File: src/design/tmtc_pkg.sv
// ----------------------------------------------------------------------------
// Tempo map time converter package
// Shared item types, tempo point layout and constants of the converter.
// ----------------------------------------------------------------------------
`timescale 1ns / 1ps

package tmtc_pkg;

    // Item kinds.
    localparam logic [1:0] K_INSERT = 2'd0;
    localparam logic [1:0] K_T2N    = 2'd1;
    localparam logic [1:0] K_N2T    = 2'd2;
    localparam logic [1:0] K_NONE   = 2'd3;

    // Result status codes.
    localparam logic [1:0] ST_OK   = 2'd0;
    localparam logic [1:0] ST_FULL = 2'd1;
    localparam logic [1:0] ST_SAT  = 2'd2;

    // Tempo limits and the reset tempo, in milli-BPM.
    localparam logic [19:0] TEMPO_MIN     = 20'd1;
    localparam logic [19:0] TEMPO_MAX     = 20'd1000000;
    localparam logic [19:0] DEFAULT_TEMPO = 20'd120000;

    // Nanoseconds per minute, times one thousand.
    localparam logic [63:0] NS_PER_MIN_MILLI = 64'd60000000000000;

    // Input beat.
    typedef struct packed {
        logic [1:0]  kind;
        logic [63:0] tick_in;
        logic [63:0] ns_in;
        logic [19:0] bpm_in;
    } t_in_item;

    // Result beat.
    typedef struct packed {
        logic [63:0] result_value;
        logic [1:0]  status;
    } t_out_item;

    // Classified command passed from the front to the back.
    typedef struct packed {
        logic [1:0]  kind;
        logic [63:0] tick;
        logic [63:0] ns;
        logic [19:0] tempo;
    } t_cmd;

    // One tempo point as stored in the table.
    typedef struct packed {
        logic [63:0] tick;
        logic [19:0] tempo;
        logic [63:0] time_ns;
    } t_entry;

endpackage

File: src/design/tmtc_front.sv
// ----------------------------------------------------------------------------
// Converter front
// Accepts input beats, clamps the tempo and queues commands for the back.
// ----------------------------------------------------------------------------
`timescale 1ns / 1ps

module tmtc_front (
    input  logic              i_clk,
    input  logic              i_rst_n,
    input  logic              i_valid,
    output logic              o_stall,
    input  tmtc_pkg::t_in_item i_item,
    output logic              o_cmd_valid,
    input  logic              i_cmd_pop,
    output tmtc_pkg::t_cmd    o_cmd
);

    tmtc_pkg::t_cmd r_q [2];
    tmtc_pkg::t_cmd n_cmd;
    logic           r_wp;
    logic           r_rp;
    logic [1:0]     r_fill;
    logic           w_push;
    logic           w_pop;

    // Classify the beat and bring the tempo into range.
    always_comb begin
        n_cmd.kind = i_item.kind;
        n_cmd.tick = i_item.tick_in;
        n_cmd.ns   = i_item.ns_in;
        if (i_item.bpm_in < tmtc_pkg::TEMPO_MIN) begin
            n_cmd.tempo = tmtc_pkg::TEMPO_MIN;
        end else if (i_item.bpm_in > tmtc_pkg::TEMPO_MAX) begin
            n_cmd.tempo = tmtc_pkg::TEMPO_MAX;
        end else begin
            n_cmd.tempo = i_item.bpm_in;
        end
    end

    assign o_stall     = (r_fill == 2'd2);
    assign w_push      = i_valid && !o_stall;
    assign o_cmd_valid = (r_fill != 2'd0);
    assign w_pop       = i_cmd_pop && o_cmd_valid;
    assign o_cmd       = r_q[r_rp];

    // Two-entry command queue.
    always_ff @(posedge i_clk) begin
        if (!i_rst_n) begin
            r_wp   <= 1'b0;
            r_rp   <= 1'b0;
            r_fill <= 2'd0;
        end else begin
            if (w_push) begin
                r_wp <= ~r_wp;
            end
            if (w_pop) begin
                r_rp <= ~r_rp;
            end
            if (w_push && !w_pop) begin
                r_fill <= r_fill + 2'd1;
            end else if (!w_push && w_pop) begin
                r_fill <= r_fill - 2'd1;
            end
        end
    end

    always_ff @(posedge i_clk) begin
        if (w_push) begin
            r_q[r_wp] <= n_cmd;
        end
    end

endmodule

File: config.mk
export PLATFORM = sky130hd
export DESIGN_NAME = tmtc_front
export DESIGN_NICKNAME = d
export VERILOG_FILES = /design/src/design/tmtc_pkg.sv /design/src/design/tmtc_front.sv
export SDC_FILE = /design/constraint.sdc
export NUM_CORES = 1
export LEC_CHECK = 0
export BUFFER_PORTS_ARGS = -buffer_cell sky130_fd_sc_hd__buf_2
export CAP_MARGIN = 20
export CORE_MARGIN = 1.5
export CORE_UTILIZATION = 40
export DETAILED_ROUTE_END_ITERATION = 10
export PLACE_DENSITY_LB_ADDON = 0.08
export SETUP_SLACK_MARGIN = 0.2
export SLEW_MARGIN = 10
export SYNTH_ARGS = -nofsm -noshare
export SYNTH_HDL_FRONTEND = slang
export SYNTH_SLANG_ARGS = --single-unit
File: constraint.sdc
create_clock -name i_clk -period 8.6 [get_ports i_clk]
set_clock_uncertainty 0.1 [all_clocks]
set_input_delay 0 -clock i_clk [delete_from_list [all_inputs] [get_ports i_clk]]
set_output_delay 0 -clock i_clk [all_outputs]
set_load 0.1 [all_outputs]
==> results of run 1 <==
-- power groups by stage --
stage | logic [W] | clock network [W] | registers, W
global route | 0.00276 | 0.00144 | 0.00203
finish | 0.00268 | 0.00135 | 0.00200
floorplan | 0.00228 | 0 | 0.00202
detailed placement | 0.00263 | 0 | 0.00203
CTS | 0.00269 | 0.00139 | 0.00200
global placement | 0.00262 | 0 | 0.00202
-- placed cells by master, fill, tap and decap left out, types with 2 or more instances in the layout --
cell and n:
clkbuf_16 37, edfxtp_1 300, mux2_2 150, dfxtp_1 4, or4_1 3, and2_1 15, xnor2_1 3, dlygate4sd3_1 156
inv_1 4, buf_4 4, clkbuf_1 11, buf_2 305, nand2_1 3, clkinv_1 9, nand2b_1 3, or2_2 2
-- sequential cells by signal, indices dropped and copies added (netlist names), named ones only --
| signal | cells |
|---|---|
| r_q | 300 |
| r_fill | 2 |
| r_wp | 1 |
| r_rp | 1 |
-- final cells by class --
type / instances / area (um2) / area share
flip-flops and latches: 305 / 9110 / 0.576
multi-input cells: 197 / 2030 / 0.128
well taps: 378 / 473 / 0.0299
repair buffers: 466 / 3150 / 0.199
clock buffers: 48 / 967 / 0.0611
clock inverters: 12 / 77.6 / 0.00490
inverters: 4 / 15.0 / 0.000949
-- repair_timing --
| item | in CTS | in global routing |
|---|---|---|
| endpoints found under the setup margin | 0 | 0 |
| hold buffers | 156 | 0 |
| hold endpoints to repair | 305 | 0 |
-- logic make-up (layout without fill, tap and decap cells) --
| kind of cell | count (synthesis) | after routing | synth area share |
|---|---|---|---|
| mux | 150 | 150 | 0.150 |
| xor+xnor | 4 | 4 | 0.00312 |
| flops | 305 | 305 | 0.810 |
| buf+inv | 26 | 530 | 0.0100 |
| compound gates | 8 | 8 | 0.00545 |
| simple gates | 34 | 34 | 0.0196 |
| fa+ha+maj | 1 | 1 | 0.00111 |
-- metal layers --
layer | vias up | global-route usage | wire, um
met1 | 3166 | 0.199 | 9950
met5 | - | 0 | 0
met3 | 38 | 0.0557 | 2080
met2 | 247 | 0.284 | 12200
li1 | 3053 | - | -
met4 | 0 | 0.0543 | 521
-- critical path, stage by stage (launching register included) --
cell and delay, ns:
dfxtp_4 0.94, buf_4 0.91, mux2_2 0.32, buf_2 0.44
-- worst max path at each step --
stage | depth (start not counted) | slack [ns] | endpoint | startpoint
6_report | 3 | 5.16 | o_cmd[93] | register
5_1_grt | 3 | 4.95 | o_cmd[44] | register
4_1_cts | 3 | 5.11 | o_cmd[94] | register
3_5_place_dp | 3 | 5.55 | r_q[1][34] | r_fill[0]
3_3_place_gp | 3 | 5.62 | r_q[1][140] | r_fill[0]
2_1_floorplan | 3 | 1.00 | r_q[0][0] | r_fill[0]
-- metrics by stage --
stage,hold slack [ns],util,cells,total power [W]
6_report,0.122,0.571,1410,0.00603
3_5_place_dp,0.0909,0.476,1193,0.00466
2_1_floorplan,-0.00113,-,528,0.00429
5_1_grt,0.111,0.571,1410,0.00623
3_3_place_gp,0.0881,0.476,1193,0.00464
4_1_cts,0.102,0.570,1409,0.00609
==> metrics.md, run 1 <==
| Metric | Value |
|---|---|
| Setup TNS | `0 ns` |
| Number of synthesized flops with an enable pin | `300` |
| First-pass detailed-route iteration total | `4` |
| Max-slew violations | `0` |
| Register area share after synthesis | `0.810` |
| FF-to-FF End | `r_q[0][124]` |
| Pleak | `a little under 6 nW` |
| Vias in the first global route | `slightly below 7000` |
| Clk pwr share | `0.224` |
| Flop2flop setup slack | `~5.7 ns` |
| Clk sinks | `305` |
| Post-synth top area cell | `edfxtp_1` |
| H-tree levels | `2` |
| Power Density | `381 nW/um2` |
| Switching Share | `0.466` |
| Largest net degree at the start of global routing | `84` |
| Fmax | `a little under 300 MHz` |
| Data required, critical path | `about 8.5 ns` |
| FFs w/ async S/R, synth | `0` |
| Worst Path Arrival | `3.34 ns` |
| Post-layout min period | `roughly 3.4 ns` |
| Final wirelength | `24.7 mm` |
| Tot GR Track Use | `0.167` |
| Max-cap violations | `0` |
| Slew @ Worst Pin | `1.13 ns` |
| Synthesis-stage register bit count | `a little over 300` |
| Hold WC Path Type | `input pin to register` |
| Die ar. | `about 29000 um2` |
| Synth cell count leaders | `300 x edfxtp_1, 150 x mux2_2, 15 x and2_1` |
| Crit share post-route | `0.400` |
| Count leader, synth | `edfxtp_1` |
| CTS Buf Count | `35` |
| ANT nets after route | `0` |
| Routed len/inst | `approximately 18 um` |
| Maximum fanout along the worst path | `81` |
| DR vias | `approximately 6500` |
| Fill cells | `about 2200` |
| I/O pins | `around 310` |
| Status | `complete, no violations` |
| Pre-CTS setup slack | `roughly 5.5 ns` |
| Skew-Pair Late Insertion Delay | `approximately 0.49 ns` |
| P_int | `approximately 0.0032 W` |
| Sequential share of power | `0.331` |
| Max VDD drop | `about 0.26 mV` |
| Yosys warning count | `0` |
| Rows | `61` |
| Relative slew margins | `0.244` |
| Cts repair resizes | `0` |
| Share of layout cells above drive strength 1 | `0.491` |
| First-pass GRT wire length | `about 37 mm` |
| Initial Utilization | `0.406` |
| Worst hold start | `i_item[48]` |
| Final WS setup | `slightly above 5 ns` |
| Nets@finish | `about 1200` |
| CTS Buffer Depth | `3` |
| CP Capture Type | `output port` |
| Antenna violations before repair | `0` |
| Fin. Hold Viols | `0` |
| Core region area | `roughly 28000 um2` |
| TritonCTS clock tree | `yes` |
| Final instance area | `about 16000 um2` |
| Post-Syn Area | `11200 um2` |
| Die H | `roughly 170 um` |
| DR vias/cell | `~4.6` |
| Post-Syn Nets | `approximately 700` |
| DRC | `0` |
| DP HPWL | `about 15 mm` |
| Hold Crit Endpoint | `r_q[1][48]` |
| Crit Path Category | `register to output port` |
| Total congestion overflow | `0` |
| Combinational share of power | `0.444` |
| Gpl congestion | `0.767` |
| R2R cell count | `4` |
| Startpoint Class | `register` |
| Area share of the largest cell type after synthesis | `0.802` |
| NetSw | `~0.0028 W` |
| DR iter-0 viols | `roughly 340` |
| Number of diodes | `0` |
| Clock transition at the registers of the reported paths | `~0.060 ns` |
| DP Area | `between 10000 and 15000 um2` |
| Synth Flop Type | `edfxtp_1` |
| I/O Buffers | `between 300 and 400` |
| Avg Cell Area, Syn | `21.3 um2` |
| Synthesized instance count | `between 500 and 600` |
| Clock root buffer | `clkbuf_16` |
| Postcts setup bufs | `0` |
| Unique cell type count in the Yosys netlist | `31` |
| # setup viols final | `0` |
| Start of the worst register-to-register path | `r_fill[0]` |
| Top post-synthesis cells by area | `edfxtp_1 80%, mux2_2 15%, dfxtp_1 0.89%, and2_1 0.83%, clkbuf_1 0.47%` |
| Area growth from synthesis to layout | `40.8%` |
| Hold depth | `2` |
| Chip width | `~170 um` |
| RSZ-0062 raised after global routing | `false` |
Note: power is estimated with default switching activity, not from simulation.
==> run 2, diff against run 1 <==
ABC_AREA = 1   (was unset)
clock period = 2.8 ns   (was 8.6 ns; I/O delays follow)
==> run 2 against run 1 <==
Clock-buffer cell count fell by 2; combinational power rose to 2.7 times the previous value; via count rose by 2.8%; routed wire length rose by 0.98%.
==> metrics.md, run 2 <==
| Metric | Value |
|---|---|
| Power Density | `1070 nW/um2 (+180%)` |
| Clk sinks | `305 (unchanged)` |
| Max-slew violations | `0 (unchanged)` |
| Maximum fanout along the worst path | `70 (-14%)` |
| Core region area | `28000 um2 (+1.1%)` |
| Data required, critical path | `2.70 ns (-5.80 ns)` |
| DRC | `0 (unchanged)` |
| Hold WC Path Type | `input pin to register` |
| Post-synth top area cell | `edfxtp_1` |
| Crit-path cells | `buf_12, mux2_1, buf_2` |
| FF-to-FF End | `r_fill[0]` |
| Post-Syn Nets | `722 (+5.7%)` |
| R2R cell count | `6 (+2)` |
| DR vias | `6684 (+2.8%)` |
| ANT nets after route | `0 (unchanged)` |
| Slew @ Worst Pin | `0.529 ns (-0.604 ns)` |
| Yosys warning count | `0 (unchanged)` |
| DP HPWL | `15.8 mm (+3.9%)` |
| Worst Setup EP | `o_cmd[61]` |
| Max reg flops | `300 (unchanged)` |
| Die H | `172 um (+1.0%)` |
| Largest stage delay on the critical path | `0.49 ns (-0.45 ns)` |
| Crit Path Category | `register to output port` |
| H-tree levels | `2 (unchanged)` |
| Most common cell after layout, fill and taps aside | `buf_2` |
| Register area share after synthesis | `0.794 (-0.0162)` |
| Worst Path Arrival | `2.14 ns (-1.20 ns)` |
| Initial Utilization | `0.409 (+0.00375)` |
| Tot GR Track Use | `0.162 (-0.00481)` |
| Top post-synthesis cells by area | `edfxtp_1 79%, mux2_1 9.8%, mux2_2 4.9%, buf_6 1.1%, dfxtp_1 0.87%` |
| FF/Latch Area | `9110 um2 (about the same)` |
| Most frequent cells in the layout | `305 x buf_2, 300 x edfxtp_1, 158 x dlygate4sd3_1` |
| Number of synthesized flops with an enable pin | `300 (unchanged)` |
| Startpoint Class | `register` |
| Post-Syn Area | `11500 um2 (+2.0%)` |
| Gpl congestion | `0.798 (+4.0%)` |
| Status | `complete, no violations` |
| Clock root buffer | `clkbuf_16` |
| Total congestion overflow | `0 (unchanged)` |
| Max-cap violations | `0 (unchanged)` |
| Overall power | `0.0171 W (+180%)` |
| Rows | `61 (unchanged)` |
| Area share of the largest cell type after synthesis | `0.786 (-0.0160)` |
| Multi-input logic area | `2100 um2 (+3.3%)` |
| CTS Buffer Depth | `3 (unchanged)` |
| Die ar. | `29700 um2 (+2.0%)` |
| Buf/Inv on CP | `2 (unchanged)` |
| Postcts setup bufs | `0 (unchanged)` |
| I/O pins | `306 (unchanged)` |
| Synth Flop Type | `edfxtp_1` |
| CP max stage cell | `dfxtp_4` |
| Avg Cell Area, Syn | `20.2 um2 (-5.0%)` |
| Biggest regs | `r_q x300, r_fill x2` |
| Crit. path cell count | `3 (unchanged)` |
| FFs w/ async S/R, synth | `0 (unchanged)` |
| CTS Buf Count | `34 (-2.9%)` |
| Number of diodes | `0 (unchanged)` |
| RSZ-0062 raised after global routing | `false` |
| Crit share post-route | `0.799` |
| Final hold slack | `0.0942 ns (-0.0282 ns)` |
| Share of layout cells above drive strength 1 | `0.406 (-0.0853)` |
| Reg with most FFs | `r_q` |
| Vias in the first global route | `7058 (+2.8%)` |
| Fill cells | `2212 (-0.72%)` |
| First-pass GRT wire length | `36.6 mm (-0.56%)` |
| Fin. Hold Viols | `0 (unchanged)` |
| Routed len/inst | `17.2 um (-1.9%)` |
| Synth cell count leaders | `300 x edfxtp_1, 100 x mux2_1, 50 x mux2_2` |
| Top delay family on crit path | `buffers and inverters` |
| Skew-Pair Late Insertion Delay | `0.49 ns (about the same)` |
| Pre-CTS setup slack | `1.04 ns (-4.50 ns)` |
| Clock transition at the registers of the reported paths | `0.06 ns (about the same)` |
| Chip width | `172 um (+1.0%)` |
| Antenna violations before repair | `0 (unchanged)` |
| Nets@finish | `1205 (+3.5%)` |
| Pleak | `6.10 nW (+2.7%)` |
| Unique cell type count in the Yosys netlist | `26 (-16%)` |
| Area growth from synthesis to layout | `39.7%` |
| Largest net degree at the start of global routing | `87 (+3.6%)` |
| # setup viols final | `0 (unchanged)` |
| Count leader, synth | `edfxtp_1` |
| CP Capture Type | `output port` |
| Post-layout min period | `approximately 2.2 ns` |
| Flop2flop setup slack | `0.93 ns (-4.78 ns)` |
| Fmax | `around 450 MHz` |
| DR vias/cell | `4.60 (-0.21%)` |
| Synthesized instance count | `567 (+7.4%)` |
| Final WS setup | `0.563 ns (-4.60 ns)` |
| Synthesis-stage register bit count | `305 (unchanged)` |
| Max VDD drop | `0.665 mV (+160%)` |
| Relative slew margins | `0.650 (+0.405)` |
| I/O Buffers | `305 (unchanged)` |
| Final wirelength | `25.0 mm (+0.98%)` |
| First-pass detailed-route iteration total | `4 (unchanged)` |
| Start of the worst register-to-register path | `r_fill[1]` |
| TritonCTS clock tree | `yes` |
| DR iter-0 viols | `307 (-11%)` |
[run 2: layout make-up]
type	instances	area share
Clock buffer	46	0.0599
Timing Repair Buffer	469	0.201
Inverter	24	0.00578
Tap cell	378	0.0295
Sequential cell	305	0.569
Multi-Input combinational cell	216	0.131
Clock inverter	14	0.00375
[run 2: worst min-delay path: cells and delay by family]
kind,cells,cell delay [ns]
AO/OA/AOI/OAI,3,0.30
adder cells (fa/ha/maj),1,0.16
buffers and inverters,2,0.17
[run 2: worst min-delay path by stage]
stage,endpoint,cells past startpoint,start
after floorplan,r_q[0][100],0,i_item[100]
after global placement,r_q[0][21],1,i_item[21]
after detailed placement,r_q[0][148],1,i_item[148]
after CTS,r_wp,5,i_valid
after global routing,r_wp,5,i_valid
final,r_fill[0],6,i_valid
[run 2: kinds of logic (layout without fill, tap and decap cells)]
group / after synthesis / after routing / share of synthesized area
and+or+nand+nor: 53 / 53 / 0.0271
buffers and inverters: 46 / 553 / 0.0251
adders and majority gates: 1 / 1 / 0.00109
DFF: 305 / 305 / 0.794
muxes: 150 / 150 / 0.147
AOI/OAI and AO/OA: 12 / 12 / 0.00524
[run 2: what timing repair did]
item / CTS / global route
hold buffers: 158 / 0
endpoints found under the hold margin: 305 / 0
gates resized for setup: 0 / 0
[run 2: routing by layer]
| metal | up-vias | wire length, um | track usage |
|---|---|---|---|
| met5 | - | 0 | 0 |
| met2 | 229 | 12500 | 0.280 |
| met3 | 51 | 1700 | 0.0407 |
| met1 | 3270 | 10100 | 0.196 |
| li1 | 3134 | - | - |
| met4 | 0 | 634 | 0.0571 |
[run 2: report_power, final]
part	switching [W]	leakage (nW)	internal [W]	total [W]
Clock	0.00163	0.503	0.00239	0.00402
Sequential	0.000157	2.84	0.00578	0.00593
Combinational	0.00592	2.75	0.00126	0.00718
Total	0.00771	6.10	0.00943	0.0171
[run 2: metrics by stage]
step	TNS (ns)	utilization	area (um2)	std cells
2_1_floorplan	-120.05	-	11500	567
3_3_place_gp	0	0.479	13400	1234
3_5_place_dp	0	0.479	13400	1234
4_1_cts	0	0.572	16000	1452
5_1_grt	0	0.572	16000	1452
6_report	0	0.572	16000	1452
==> run 3, diff against run 2 <==
clock period = 2.15 ns   (was 2.8 ns; I/O delays follow)
==> run 3 against run 2 <==
Core utilization increased by 5.9 points; via count grew 2.7%; die area stayed put; first-iteration DRC count rose by 1.6%; critical path depth did not move; non-clock buffer count grew 18; register-to-register slack got worse by 0.67 ns; cell area up 10%; clock power rose by 37%; largest power group unchanged.
==> metrics.md, run 3 (synthesized netlist as in run 2, its figures left out) <==
| Metric | Value |
|---|---|
| First-pass GRT wire length | `38.6 mm (+5.4%)` |
| Initial Utilization | `0.409 (unchanged)` |
| H-tree levels | `2 (unchanged)` |
| Skew-Pair Late Insertion Delay | `0.49 ns (about the same)` |
| DR vias | `6864 (+2.7%)` |
| Clock transition at the registers of the reported paths | `0.06 ns (about the same)` |
| Vias in the first global route | `7135 (+1.1%)` |
| DR iter-0 viols | `312 (+1.6%)` |
| Largest net degree at the start of global routing | `88 (+1.1%)` |
| First-pass detailed-route iteration total | `4 (unchanged)` |
| Worst Path Arrival | `1.86 ns (-0.28 ns)` |
| Reg with most FFs | `r_q` |
| Max-cap violations | `0 (unchanged)` |
| Rows | `61 (unchanged)` |
| Die H | `172 um (unchanged)` |
| NetSw | `0.0106 W (+37%)` |
| Antenna violations before repair | `0 (unchanged)` |
| Routed len/inst | `19.1 um (+11%)` |
| Area growth from synthesis to layout | `54.2%` |
| Placed cell count | `1235 (+0.081%)` |
| Slew @ Worst Pin | `0.519 ns (-0.00982 ns)` |
| Setup TNS | `0 ns (unchanged)` |
| Power Density | `1400 nW/um2 (+31%)` |
| DP Area | `13400 um2 (about the same)` |
| Crit Path Category | `register to output port` |
| Share of layout cells above drive strength 1 | `0.441 (+0.0350)` |
| Biggest regs | `r_q x300, r_fill x2` |
| Total congestion overflow | `0 (unchanged)` |
| TritonCTS clock tree | `yes` |
| Max-slew violations | `0 (unchanged)` |
| Gpl congestion | `0.812 (+1.8%)` |
| Combinational share of power | `0.468 (+0.049)` |
| Number of diodes | `0 (unchanged)` |
| Maximum fanout along the worst path | `20 (-71%)` |
| DRC | `0 (unchanged)` |
| Crit share post-route | `0.912` |
| CP Capture Type | `output port` |
| RSZ-0062 raised after global routing | `true` |
| Sequential share of power | `0.311 (-0.035)` |
| Switching Share | `0.427 (-0.0230)` |
| Most frequent cells in the layout | `300 x edfxtp_1, 157 x dlygate4sd3_1, 155 x buf_2` |
| Clk sinks | `305 (unchanged)` |
| Pre-CTS setup slack | `0.443 ns (-0.598 ns)` |
| Fmax | `about 500 MHz` |
| Chip width | `172 um (unchanged)` |
| Core region area | `28000 um2 (unchanged)` |
| Die ar. | `29700 um2 (unchanged)` |
| Nets@finish | `1223 (+1.5%)` |
| Max reg flops | `300 (unchanged)` |
| DP HPWL | `15.7 mm (-0.68%)` |
| ANT nets after route | `0 (unchanged)` |
| Final hold slack | `0.126 ns (+0.0318 ns)` |
| Status | `complete, no violations` |
| Final instance area | `17700 um2 (+10%)` |
| Fin. Hold Viols | `0 (unchanged)` |
| P_int | `0.0142 W (+51%)` |
| Final wirelength | `28.2 mm (+13%)` |
| Max VDD drop | `0.965 mV (+45%)` |
| Clk pwr share | `0.221 (-0.014)` |
| Data required, critical path | `2.05 ns (-0.65 ns)` |
| I/O Buffers | `305 (unchanged)` |
| Fin cells | `1471 (+1.3%)` |
| Post-layout min period | `a little under 2 ns` |
| Most common cell after layout, fill and taps aside | `edfxtp_1` |
| CTS Buf Count | `34 (unchanged)` |
| Final WS setup | `0.190 ns (-0.374 ns)` |
| Pleak | `6.76 nW (+11%)` |
| Relative slew margins | `0.654 (+0.00412)` |
| Startpoint Class | `register` |
| CTS Buffer Depth | `3 (unchanged)` |
| Hold WC Path Type | `input pin to register` |
| # setup viols final | `0 (unchanged)` |
| Hold depth | `2 (-4)` |
| Tot GR Track Use | `0.174 (+0.0118)` |
| R2R cell count | `6 (unchanged)` |
| Clock root buffer | `clkbuf_16` |
| I/O pins | `306 (unchanged)` |
| DR vias/cell | `4.67 (+1.4%)` |
-- run 3: cell types whose count changed in the layout (fill, tap and decap cells not counted), sizes merged --
cell	delta
bufinv	+1
clkinv	-7
dlygate4sd3	-1
buf	+13
bufbuf	+1
clkbuf	+8
clkinvlp	+4
-- run 3: final cells by class --
cell class	count	area (um2)
Multi-Input combinational cell	216	2200
Clock buffer	49	991
Fill cell	2012	10300
Clock inverter	12	88.8
Timing Repair Buffer	487	4730
Tap cell	378	473
Inverter	24	92.6
Sequential cell	305	9110
-- run 3: per-layer routing --
metal / track usage / share of wire / vias up
met5: 0 / 0 / -
met4: 0.0616 / 0.028 / 0
met3: 0.0426 / 0.062 / 49
met2: 0.312 / 0.51 / 239
met1: 0.201 / 0.40 / 3393
li1: - / - / 3183
-- run 3: worst paths after layout --
path / slack [ns] / from / to
max: 0.19 / register / o_cmd[69]
min: 0.13 / i_item[128] / r_q[1][128]
max reg2reg: 0.26 / r_fill[1] / r_fill[0]
min reg2reg: 0.40 / r_rp / r_rp
-- run 3: power by group through the flow --
stage | sequential (W) | combinational [W] | clock, W
2_1_floorplan | 0.00781 | 0.00780 | 0
3_3_place_gp | 0.00779 | 0.00912 | 0
3_5_place_dp | 0.00783 | 0.00918 | 0
4_1_cts | 0.00771 | 0.0107 | 0.00564
5_1_grt | 0.00779 | 0.0119 | 0.00587
6_report | 0.00772 | 0.0116 | 0.00549
-- run 3: worst max-delay path: stages (launching register included) --
cell and delay, ns:
dfxtp_4 0.40, bufbuf_16 0.35, mux2_1 0.41, buf_6 0.21
-- run 3: timing repair --
| item | 4_1_cts | 5_1_grt |
|---|---|---|
| hold buffers | 157 | 0 |
| endpoints found under the setup margin | 135 | 123 |
| endpoints found under the hold margin | 305 | 0 |
| cloned | 7 | 7 |
| setup buffers | 4 | 0 |
| resized for setup | 228 | 162 |
-- run 3: per-stage QoR --
stage	total power, W	utilization
after floorplan	0.0156	-
after global placement	0.0169	0.480
after detailed placement	0.0170	0.480
after CTS	0.0241	0.606
after global routing	0.0256	0.631
final	0.0248	0.631
